[src/rtl/core/cfib_pkg.sv]
// Shared types and constants for the clipped, flipped image blit core.
package cfib_pkg;

  // Fixed field widths
  localparam int unsigned COLOR_W   = 24;
  localparam int unsigned ADDR_W    = 19;
  localparam int unsigned REG_W     = 13;
  localparam int unsigned OFFSET_W  = 12;
  localparam int unsigned CFG_IDX_W = 3;

  // Signed working width for screen and image coordinates (covers every
  // register value and image dimension in range)
  localparam int unsigned COORD_W   = 16;
  // Bits of a screen coordinate once it is known to lie on the screen
  localparam int unsigned SCR_W     = 12;
  localparam int unsigned PROD_W    = 2 * SCR_W + 1;

  // Default build values
  localparam int unsigned DEF_SCREEN_W      = 800;
  localparam int unsigned DEF_SCREEN_H      = 480;
  localparam int unsigned DEF_MAX_IMAGE_DIM = 4096;

  // Register reset values
  localparam logic [REG_W-1:0]    RST_IMAGE_WIDTH  = 13'd800;
  localparam logic [REG_W-1:0]    RST_IMAGE_HEIGHT = 13'd480;
  localparam logic [REG_W-1:0]    RST_DEST_X       = 13'd0;
  localparam logic [REG_W-1:0]    RST_DEST_Y       = 13'd0;
  localparam logic [REG_W-1:0]    RST_WINDOW_W     = 13'd800;
  localparam logic [REG_W-1:0]    RST_WINDOW_H     = 13'd480;
  localparam logic [OFFSET_W-1:0] RST_FIRST_COL    = 12'd0;
  localparam logic [OFFSET_W-1:0] RST_FIRST_ROW    = 12'd0;

  // Register indexes
  typedef enum logic [CFG_IDX_W-1:0] {
    REG_IMAGE_WIDTH  = 3'd0,
    REG_IMAGE_HEIGHT = 3'd1,
    REG_DEST_X       = 3'd2,
    REG_DEST_Y       = 3'd3,
    REG_WINDOW_W     = 3'd4,
    REG_WINDOW_H     = 3'd5,
    REG_FIRST_COL    = 3'd6,
    REG_FIRST_ROW    = 3'd7
  } cfg_idx_t;

  // Configuration register set
  typedef struct packed {
    logic        [REG_W-1:0]    image_width;
    logic        [REG_W-1:0]    image_height;
    logic signed [REG_W-1:0]    dest_x;
    logic signed [REG_W-1:0]    dest_y;
    logic        [REG_W-1:0]    window_w;
    logic        [REG_W-1:0]    window_h;
    logic        [OFFSET_W-1:0] first_col;
    logic        [OFFSET_W-1:0] first_row;
  } cfg_t;

  // Input request payload
  typedef struct packed {
    logic [COLOR_W-1:0] pixel_color;
    logic               frame_start;
  } in_t;

  // Result request payload
  typedef struct packed {
    logic               write_enable;
    logic [ADDR_W-1:0]  screen_address;
    logic [COLOR_W-1:0] write_color;
    logic               image_done;
  } out_t;

endpackage

[src/rtl/core/cfib_clip.sv]
// Per-pixel flip, window clip, screen clip and frame-buffer address unit.
module cfib_clip #(
  parameter int unsigned SCREEN_W = cfib_pkg::DEF_SCREEN_W,
  parameter int unsigned SCREEN_H = cfib_pkg::DEF_SCREEN_H,
  parameter int unsigned CNT_W    = 12,
  parameter int unsigned DIM_W    = 13
) (
  input  cfib_pkg::cfg_t                   cfg,
  input  logic [DIM_W-1:0]                 img_w,
  input  logic [DIM_W-1:0]                 img_h,
  input  logic [CNT_W-1:0]                 col,
  input  logic [CNT_W-1:0]                 row,
  input  logic [cfib_pkg::COLOR_W-1:0]     color,
  input  logic                             done,
  output cfib_pkg::out_t                   res
);

  localparam int unsigned CW = cfib_pkg::COORD_W;
  localparam int unsigned SW = cfib_pkg::SCR_W;
  localparam int unsigned PW = cfib_pkg::PROD_W;
  localparam int unsigned RW = cfib_pkg::REG_W;

  logic signed [CW-1:0] x_s, y_s, w_s, ox_s, oy_s, ww_s, wh_s, dx_s, dy_s;
  logic signed [CW-1:0] sx_s, sy_s;
  logic                 in_window, on_screen, keep;
  logic [PW-1:0]        row_base, addr_full;

  // Widen everything to the signed working width
  assign x_s  = signed'(CW'(col));
  assign w_s  = signed'(CW'(img_w));
  assign ox_s = signed'(CW'(cfg.first_col));
  assign oy_s = signed'(CW'(cfg.first_row));
  assign ww_s = signed'(CW'(cfg.window_w));
  assign wh_s = signed'(CW'(cfg.window_h));
  assign dx_s = signed'({{(CW-RW){cfg.dest_x[RW-1]}}, cfg.dest_x});
  assign dy_s = signed'({{(CW-RW){cfg.dest_y[RW-1]}}, cfg.dest_y});

  // Flip the stored row into a top-down display row
  assign y_s = signed'(CW'(img_h)) - signed'(CW'(1)) - signed'(CW'(row));

  // Clip against the offset window and the image
  assign in_window = (y_s >= oy_s) && (y_s < oy_s + wh_s) &&
                     (x_s >= ox_s) && (x_s < ox_s + ww_s) && (x_s < w_s);

  // Place on the screen and clip against its edges
  assign sx_s = dx_s + x_s - ox_s;
  assign sy_s = dy_s + y_s - oy_s;
  assign on_screen = (sx_s >= signed'(CW'(0))) && (sx_s < signed'(CW'(SCREEN_W))) &&
                     (sy_s >= signed'(CW'(0))) && (sy_s < signed'(CW'(SCREEN_H)));

  assign keep = in_window && on_screen;

  // Row-major frame-buffer word address
  assign row_base  = PW'(sy_s[SW-1:0]) * PW'(SCREEN_W);
  assign addr_full = row_base + PW'(sx_s[SW-1:0]);

  assign res.write_enable   = keep;
  assign res.screen_address = keep ? addr_full[cfib_pkg::ADDR_W-1:0] : '0;
  assign res.write_color    = color;
  assign res.image_done     = done;

endmodule

[src/rtl/core/clipped_flipped_image_blit_core.sv]
// Top level of the clipped, vertically flipped image blit core.
// Takes one source pixel per clock, bottom stored row first, and returns
// exactly one result per pixel: a frame-buffer write (address and colour) or
// a dropped pixel, plus an end-of-image flag. Throughput is one pixel per
// cycle whenever the result side does not stall. Each pixel passes through
// the position register after the row/column counters and then the result
// register after the clip and multiply-add unit. Width and height are
// clamped to 1..MAX_IMAGE_DIM; a request with frame_start restarts the
// counters at that pixel. Write configuration only while no pixel is in
// flight.
module clipped_flipped_image_blit_core #(
  parameter int unsigned SCREEN_W      = cfib_pkg::DEF_SCREEN_W,
  parameter int unsigned SCREEN_H      = cfib_pkg::DEF_SCREEN_H,
  parameter int unsigned MAX_IMAGE_DIM = cfib_pkg::DEF_MAX_IMAGE_DIM
) (
  input  logic                               clk,
  input  logic                               rst_n,
  input  logic                               cfg_we,
  input  logic [cfib_pkg::CFG_IDX_W-1:0]     cfg_index,
  input  logic [cfib_pkg::REG_W-1:0]         cfg_wdata,
  input  logic                               in_valid,
  output logic                               in_stall,
  input  cfib_pkg::in_t                      in_data,
  output logic                               out_valid,
  input  logic                               out_stall,
  output cfib_pkg::out_t                     out_data
);

  localparam int unsigned CNT_W = $clog2(MAX_IMAGE_DIM);
  localparam int unsigned DIM_W = $clog2(MAX_IMAGE_DIM + 1);

  cfib_pkg::cfg_t cfg_r;

  logic [DIM_W-1:0]  img_w, img_h;
  logic [CNT_W-1:0]  col_r, col_nxt, row_r, row_nxt;
  logic [CNT_W-1:0]  x_cur, row_cur;
  logic              row_end, img_end, in_acc, out_load;

  logic                          s1_v_r, s1_v_nxt;
  logic [CNT_W-1:0]              s1_col_r, s1_row_r;
  logic                          s1_done_r;
  logic [cfib_pkg::COLOR_W-1:0]  s1_color_r;

  logic              out_valid_r, out_valid_nxt;
  cfib_pkg::out_t    out_data_r, res;

  // Configuration registers
  always_ff @(posedge clk) begin
    if (!rst_n) begin
      cfg_r.image_width  <= cfib_pkg::RST_IMAGE_WIDTH;
      cfg_r.image_height <= cfib_pkg::RST_IMAGE_HEIGHT;
      cfg_r.dest_x       <= signed'(cfib_pkg::RST_DEST_X);
      cfg_r.dest_y       <= signed'(cfib_pkg::RST_DEST_Y);
      cfg_r.window_w     <= cfib_pkg::RST_WINDOW_W;
      cfg_r.window_h     <= cfib_pkg::RST_WINDOW_H;
      cfg_r.first_col    <= cfib_pkg::RST_FIRST_COL;
      cfg_r.first_row    <= cfib_pkg::RST_FIRST_ROW;
    end else if (cfg_we) begin
      unique case (cfib_pkg::cfg_idx_t'(cfg_index))
        cfib_pkg::REG_IMAGE_WIDTH:  cfg_r.image_width  <= cfg_wdata;
        cfib_pkg::REG_IMAGE_HEIGHT: cfg_r.image_height <= cfg_wdata;
        cfib_pkg::REG_DEST_X:       cfg_r.dest_x       <= signed'(cfg_wdata);
        cfib_pkg::REG_DEST_Y:       cfg_r.dest_y       <= signed'(cfg_wdata);
        cfib_pkg::REG_WINDOW_W:     cfg_r.window_w     <= cfg_wdata;
        cfib_pkg::REG_WINDOW_H:     cfg_r.window_h     <= cfg_wdata;
        cfib_pkg::REG_FIRST_COL:    cfg_r.first_col    <= cfg_wdata[cfib_pkg::OFFSET_W-1:0];
        cfib_pkg::REG_FIRST_ROW:    cfg_r.first_row    <= cfg_wdata[cfib_pkg::OFFSET_W-1:0];
        default: ;
      endcase
    end
  end

  // Clamp image dimensions to 1..MAX_IMAGE_DIM
  always_comb begin
    if (cfg_r.image_width == '0) begin
      img_w = DIM_W'(1);
    end else if (32'(cfg_r.image_width) > MAX_IMAGE_DIM) begin
      img_w = DIM_W'(MAX_IMAGE_DIM);
    end else begin
      img_w = DIM_W'(cfg_r.image_width);
    end
    if (cfg_r.image_height == '0) begin
      img_h = DIM_W'(1);
    end else if (32'(cfg_r.image_height) > MAX_IMAGE_DIM) begin
      img_h = DIM_W'(MAX_IMAGE_DIM);
    end else begin
      img_h = DIM_W'(cfg_r.image_height);
    end
  end

  // Handshake: the result register loads when empty or being drained
  assign out_load = !out_valid_r || !out_stall;
  assign in_stall = s1_v_r && !out_load;
  assign in_acc   = in_valid && !in_stall;

  // Position of this pixel and counter advance
  always_comb begin
    x_cur   = in_data.frame_start ? '0 : col_r;
    row_cur = in_data.frame_start ? '0 : row_r;
    row_end = (32'(x_cur) + 32'd1) >= 32'(img_w);
    img_end = row_end && ((32'(row_cur) + 32'd1) >= 32'(img_h));
    col_nxt = col_r;
    row_nxt = row_r;
    if (in_acc) begin
      if (row_end) begin
        col_nxt = '0;
        row_nxt = img_end ? '0 : row_cur + CNT_W'(1);
      end else begin
        col_nxt = x_cur + CNT_W'(1);
        row_nxt = row_cur;
      end
    end
  end

  always_ff @(posedge clk) begin
    if (!rst_n) begin
      col_r <= '0;
      row_r <= '0;
    end else begin
      col_r <= col_nxt;
      row_r <= row_nxt;
    end
  end

  // Position register: hold while the result side is full and stalled
  assign s1_v_nxt = in_acc ? 1'b1 : (out_load ? 1'b0 : s1_v_r);

  always_ff @(posedge clk) begin
    if (!rst_n) begin
      s1_v_r <= 1'b0;
    end else begin
      s1_v_r <= s1_v_nxt;
    end
  end

  always_ff @(posedge clk) begin
    if (in_acc) begin
      s1_col_r   <= x_cur;
      s1_row_r   <= row_cur;
      s1_done_r  <= img_end;
      s1_color_r <= in_data.pixel_color;
    end
  end

  // Flip, clip and address the registered pixel
  cfib_clip #(
    .SCREEN_W (SCREEN_W),
    .SCREEN_H (SCREEN_H),
    .CNT_W    (CNT_W),
    .DIM_W    (DIM_W)
  ) u_clip (
    .cfg   (cfg_r),
    .img_w (img_w),
    .img_h (img_h),
    .col   (s1_col_r),
    .row   (s1_row_r),
    .color (s1_color_r),
    .done  (s1_done_r),
    .res   (res)
  );

  // Result register
  assign out_valid_nxt = out_load ? s1_v_r : out_valid_r;

  always_ff @(posedge clk) begin
    if (!rst_n) begin
      out_valid_r <= 1'b0;
    end else begin
      out_valid_r <= out_valid_nxt;
    end
  end

  always_ff @(posedge clk) begin
    if (out_load && s1_v_r) begin
      out_data_r <= res;
    end
  end

  assign out_valid = out_valid_r;
  assign out_data  = out_data_r;

endmodule

[config.mk]
export PLATFORM = sky130hd
export DESIGN_NAME = clipped_flipped_image_blit_core
export DESIGN_NICKNAME = d
export VERILOG_FILES = /design/src/rtl/core/cfib_pkg.sv /design/src/rtl/core/cfib_clip.sv /design/src/rtl/core/clipped_flipped_image_blit_core.sv
export SDC_FILE = /design/constraint.sdc
export NUM_CORES = 1
export LEC_CHECK = 0
export BUFFER_PORTS_ARGS = -buffer_cell sky130_fd_sc_hd__buf_2
export CORE_UTILIZATION = 56
export DETAILED_ROUTE_END_ITERATION = 8
export PLACE_DENSITY = 0.77
export RECOVER_POWER = 50
export SLEW_MARGIN = 20
export SYNTH_ARGS = -nofsm -noshare
export SYNTH_HDL_FRONTEND = slang
export SYNTH_SLANG_ARGS = --single-unit
[constraint.sdc]
create_clock -name clk -period 7.6 [get_ports clk]
set_clock_uncertainty 0.2 [all_clocks]
set_input_delay 0.76 -clock clk [delete_from_list [all_inputs] [get_ports clk]]
set_output_delay 0.76 -clock clk [all_outputs]
set_load 0.03 [all_outputs]
==> summary.txt <==
STA
  – Slew margin rel.: -71.2%
  – Final hold vios: 0
  – Min Tclk post-route: between 7 and 8 ns
  – PnR worst setup slack: -0.366 ns
  – Final setup fails: 19
  – Worst slew pin tran: 2.57 ns
  – Fin. max-slew vios: 83
  – Upper clock frequency limit: 126 MHz
  – RSZ-0062 raised after global routing: yes
  – Period utilization: 105%

Drt
  – WL final: about 40 mm
  – Via Count: approximately 13000
  – TritonRoute pass-1 iters: 5
  – Initial DRC Count: 1070
  – DR WL/cell: between 15 and 20 um
  – Vias per cell: just under 6
  – DRC: 0
  – Post-route antenna net violation count: 0

Place
  – DPL Wire Length: 29.1 mm
  – Placed Area: 16900 um2
  – Port bufs: 92
  – Post-Place Cells: between 2000 and 2500
  – Final RePlAce weighted congestion: between 0.9 and 1

Min path
  – Worst Hold Class: in2reg
  – Cell count of the worst hold path: 1
  – Min-Delay Endpoint: s1_color_r[1]
  – Min-delay src: in_data[2]

Finish
  – Share of post-route cells with drive strength above 1: ~17%
  – Footprint of the multi-input gates: between 9000 and 10000 um2
  – Reg area: about 5400 um2
  – Fillers: about 2100
  – Final nets: roughly 2200
  – Non-Filler Instances: between 2000 and 2500
  – Finished Cell Area: between 15000 and 20000 um2
  – Area Overhead vs Synth: 20.0%

Flow run
  – Max-cap violations: 2

Critical path
  – FF-to-FF End: out_data[43]
  – WP data arrival: roughly 8.0 ns
  – R2R setup slack: -0.37 ns
  – FF-to-FF Start: cfg_r[81]
  – Worst EP required: between 7 and 8 ns
  – Worst Setup End Kind: register
  – Critical Path Start Type: register
  – CP peak stage delay: ~0.54 ns
  – Reg2Reg Depth: 35
  – CP Class: reg2reg
  – Slowest CP cell: fa_1
  – Worst Path Max Fanout: 4

Global route
  – Largest net degree at the start of global routing: between 80 and 90
  – Gr ovfl total: 0
  – Overall routing resource usage: 27.6%
  – Initial antenna violation count: 2
  – Wire length of the first global-routing pass: 63.2 mm
  – Vias in the first global route: approximately 13000

Yosys
  – Mean post-synth cell area: ~8.8 um2
  – Number of flops mapped to enable cells by yosys: 94
  – Leading area contributor after synthesis: edfxtp_1
  – Synth cell types: 76
  – Synth Flop Type: dfxtp_1
  – Post-synth top area share: between 10% and 20%
  – Async S/R FF share, synth: 0%
  – Seq/Total Area, Yosys: between 30% and 40%
  – Register bit count reported by yosys: 222
  – Syn_nets: about 2000
  – Cell area after synthesis: about 15000 um2
  – Synth warnings: 0
  – Main area contributors after synthesis: edfxtp_1 (18%), ha_1 (17%), dfxtp_1 (17%)
  – Syn Inst Count: about 1800

Clock tree
  – CTS buffer count: 26
  – Root cell of the clock tree: clkbuf_16
  – Clock buffer depth: 3
  – TritonCTS Sinks: roughly 220
  – Worst-path clk slew: 0.06 ns
  – CTS tree: built
  – H-Tree Depth: 1
  – Clk Latency, worst-skew pair: approximately 0.56 ns
  – CTS hold repair buffers: 0

Floorplanning
  – Die area: ~28000 um2
  – IO Pins: between 90 and 100
  – FP Rows: 60
  – Core area: 27000 um2
  – Die Y: approximately 170 um
  – Die X: approximately 170 um
  – Initial Utilization: 57.1%

Power and ir drop
  – Pleak: 7.84 nW
  – P per Cell Area: 543 nW/um2
  – Worst vdd ir: approximately 0.0014 V

Outcome
  – Status: finished with violations
  – Failing checks: capacitance limit, slew limit, setup timing
-- cells in the mapped netlist, drive strengths merged (37+ instances only) --
| library cell | count |
|---|---|
| a21oi | 178 |
| o21ai | 68 |
| nor2 | 82 |
| clkbuf | 59 |
| dfxtp | 128 |
| nand3 | 67 |
| inv | 137 |
| nor2b | 37 |
| xnor2 | 57 |
| nand2 | 288 |
| nor3 | 39 |
| xor2 | 46 |
| edfxtp | 94 |
| ha | 207 |
-- worst max path at each step --
stage | startpoint | end | slack, ns | cells past startpoint
after floorplan | cfg_r[81] | out_data[43] | -0.37 | 39
after global placement | cfg_r[81] | out_data[43] | -0.27 | 39
after detailed placement | cfg_r[81] | out_data[43] | -0.47 | 38
after CTS | cfg_r[78] | out_data[43] | -0.17 | 38
after global routing | cfg_r[81] | out_data[43] | -0.75 | 35
final | cfg_r[81] | out_data[43] | -0.37 | 35
-- cell usage in the layout (no fill, tap or decap), types with 45 or more instances in the layout --
cell type / instances
edfxtp_1: 94
buf_4: 116
nand2_1: 284
dfxtp_1: 125
a21oi_1: 172
buf_2: 51
nor2_1: 74
inv_1: 125
ha_1: 188
o21ai_0: 59
nand3_1: 66
clkbuf_1: 45
-- power by group --
| part | internal, mW | total (mW) | leakage (nW) | switching [mW] |
|---|---|---|---|---|
| Combinational | 3.90 | 7.50 | 5.48 | 3.60 |
| Clock | 0.734 | 1.25 | 0.426 | 0.519 |
| Sequential | 1.29 | 1.31 | 1.94 | 0.0247 |
| Total | 5.92 | 10.1 | 7.84 | 4.15 |
-- cells by family (layout without fill, tap and decap cells) --
group	after synthesis	after routing	synth area share [%]
AND/OR/NAND/NOR	600	600	18.0
multiplexers	3	3	0.194
XOR/XNOR	103	103	5.84
buffers and inverters	203	405	5.06
flip-flops	222	222	34.9
AO/OA/AOI/OAI	401	401	16.1
adder cells (fa/ha/maj)	231	231	19.9
other	0	2	0
-- worst max-delay path: cells and delay by family, from the launching register on --
family	cells	cell delay, ns
flip-flops	1	0.33
XOR/XNOR	4	0.76
AO/OA/AOI/OAI	3	0.59
adder cells (fa/ha/maj)	8	3.05
AND/OR/NAND/NOR	15	2.34
buffers and inverters	5	0.39
-- layer usage --
| layer | up-vias | routed length [um] | GRT usage [%] |
|---|---|---|---|
| met5 | - | 0 | 0 |
| met4 | 0 | 1400 | 10.6 |
| met3 | 93 | 2750 | 4.28 |
| met2 | 462 | 19300 | 47.2 |
| met1 | 6320 | 17000 | 35.2 |
| li1 | 6556 | - | - |
-- area by class of cell --
cell class / count / share of cell area [%]
clock inverter: 19 / 1.08
antenna: 2 / 0.0270
sequential: 222 / 29.1
inverter: 139 / 2.83
timing repair buffer: 218 / 7.47
tap: 341 / 2.30
multi-input combinational: 1338 / 53.6
clock buffer: 29 / 3.57
-- state kept, by name (all words and copies together) (netlist names) --
register    flops
row_r          12
out_valid       1
s1_done_r       1
cfg_r         102
s1_v_r          1
out_data       45
s1_row_r       12
col_r          12
s1_color_r     24
s1_col_r       12
-- repair_timing --
| action | CTS | global route |
|---|---|---|
| setup buffers | 18 | 12 |
| pin swaps | 52 | 38 |
| endpoints found under the setup margin | 20 | 20 |
| gates cloned | 2 | 1 |
| resized for setup | 55 | 64 |
-- stage by stage --
step	power (mW)	setup WS (ns)	hold slack (ns)	setup TNS (ns)	utilization [%]
3_3_place_gp	6.49	-0.269	0.200	-1.62	62.4
5_1_grt	10.7	-0.753	0.164	-10.48	68.6
4_1_cts	8.66	-0.167	0.157	-0.190	67.2
3_5_place_dp	6.65	-0.470	0.205	-5.44	62.4
6_report	10.1	-0.366	0.175	-2.43	68.6
2_1_floorplan	4.86	-0.367	0.200	-0.425	-
(Power assumes the default switching activity.)
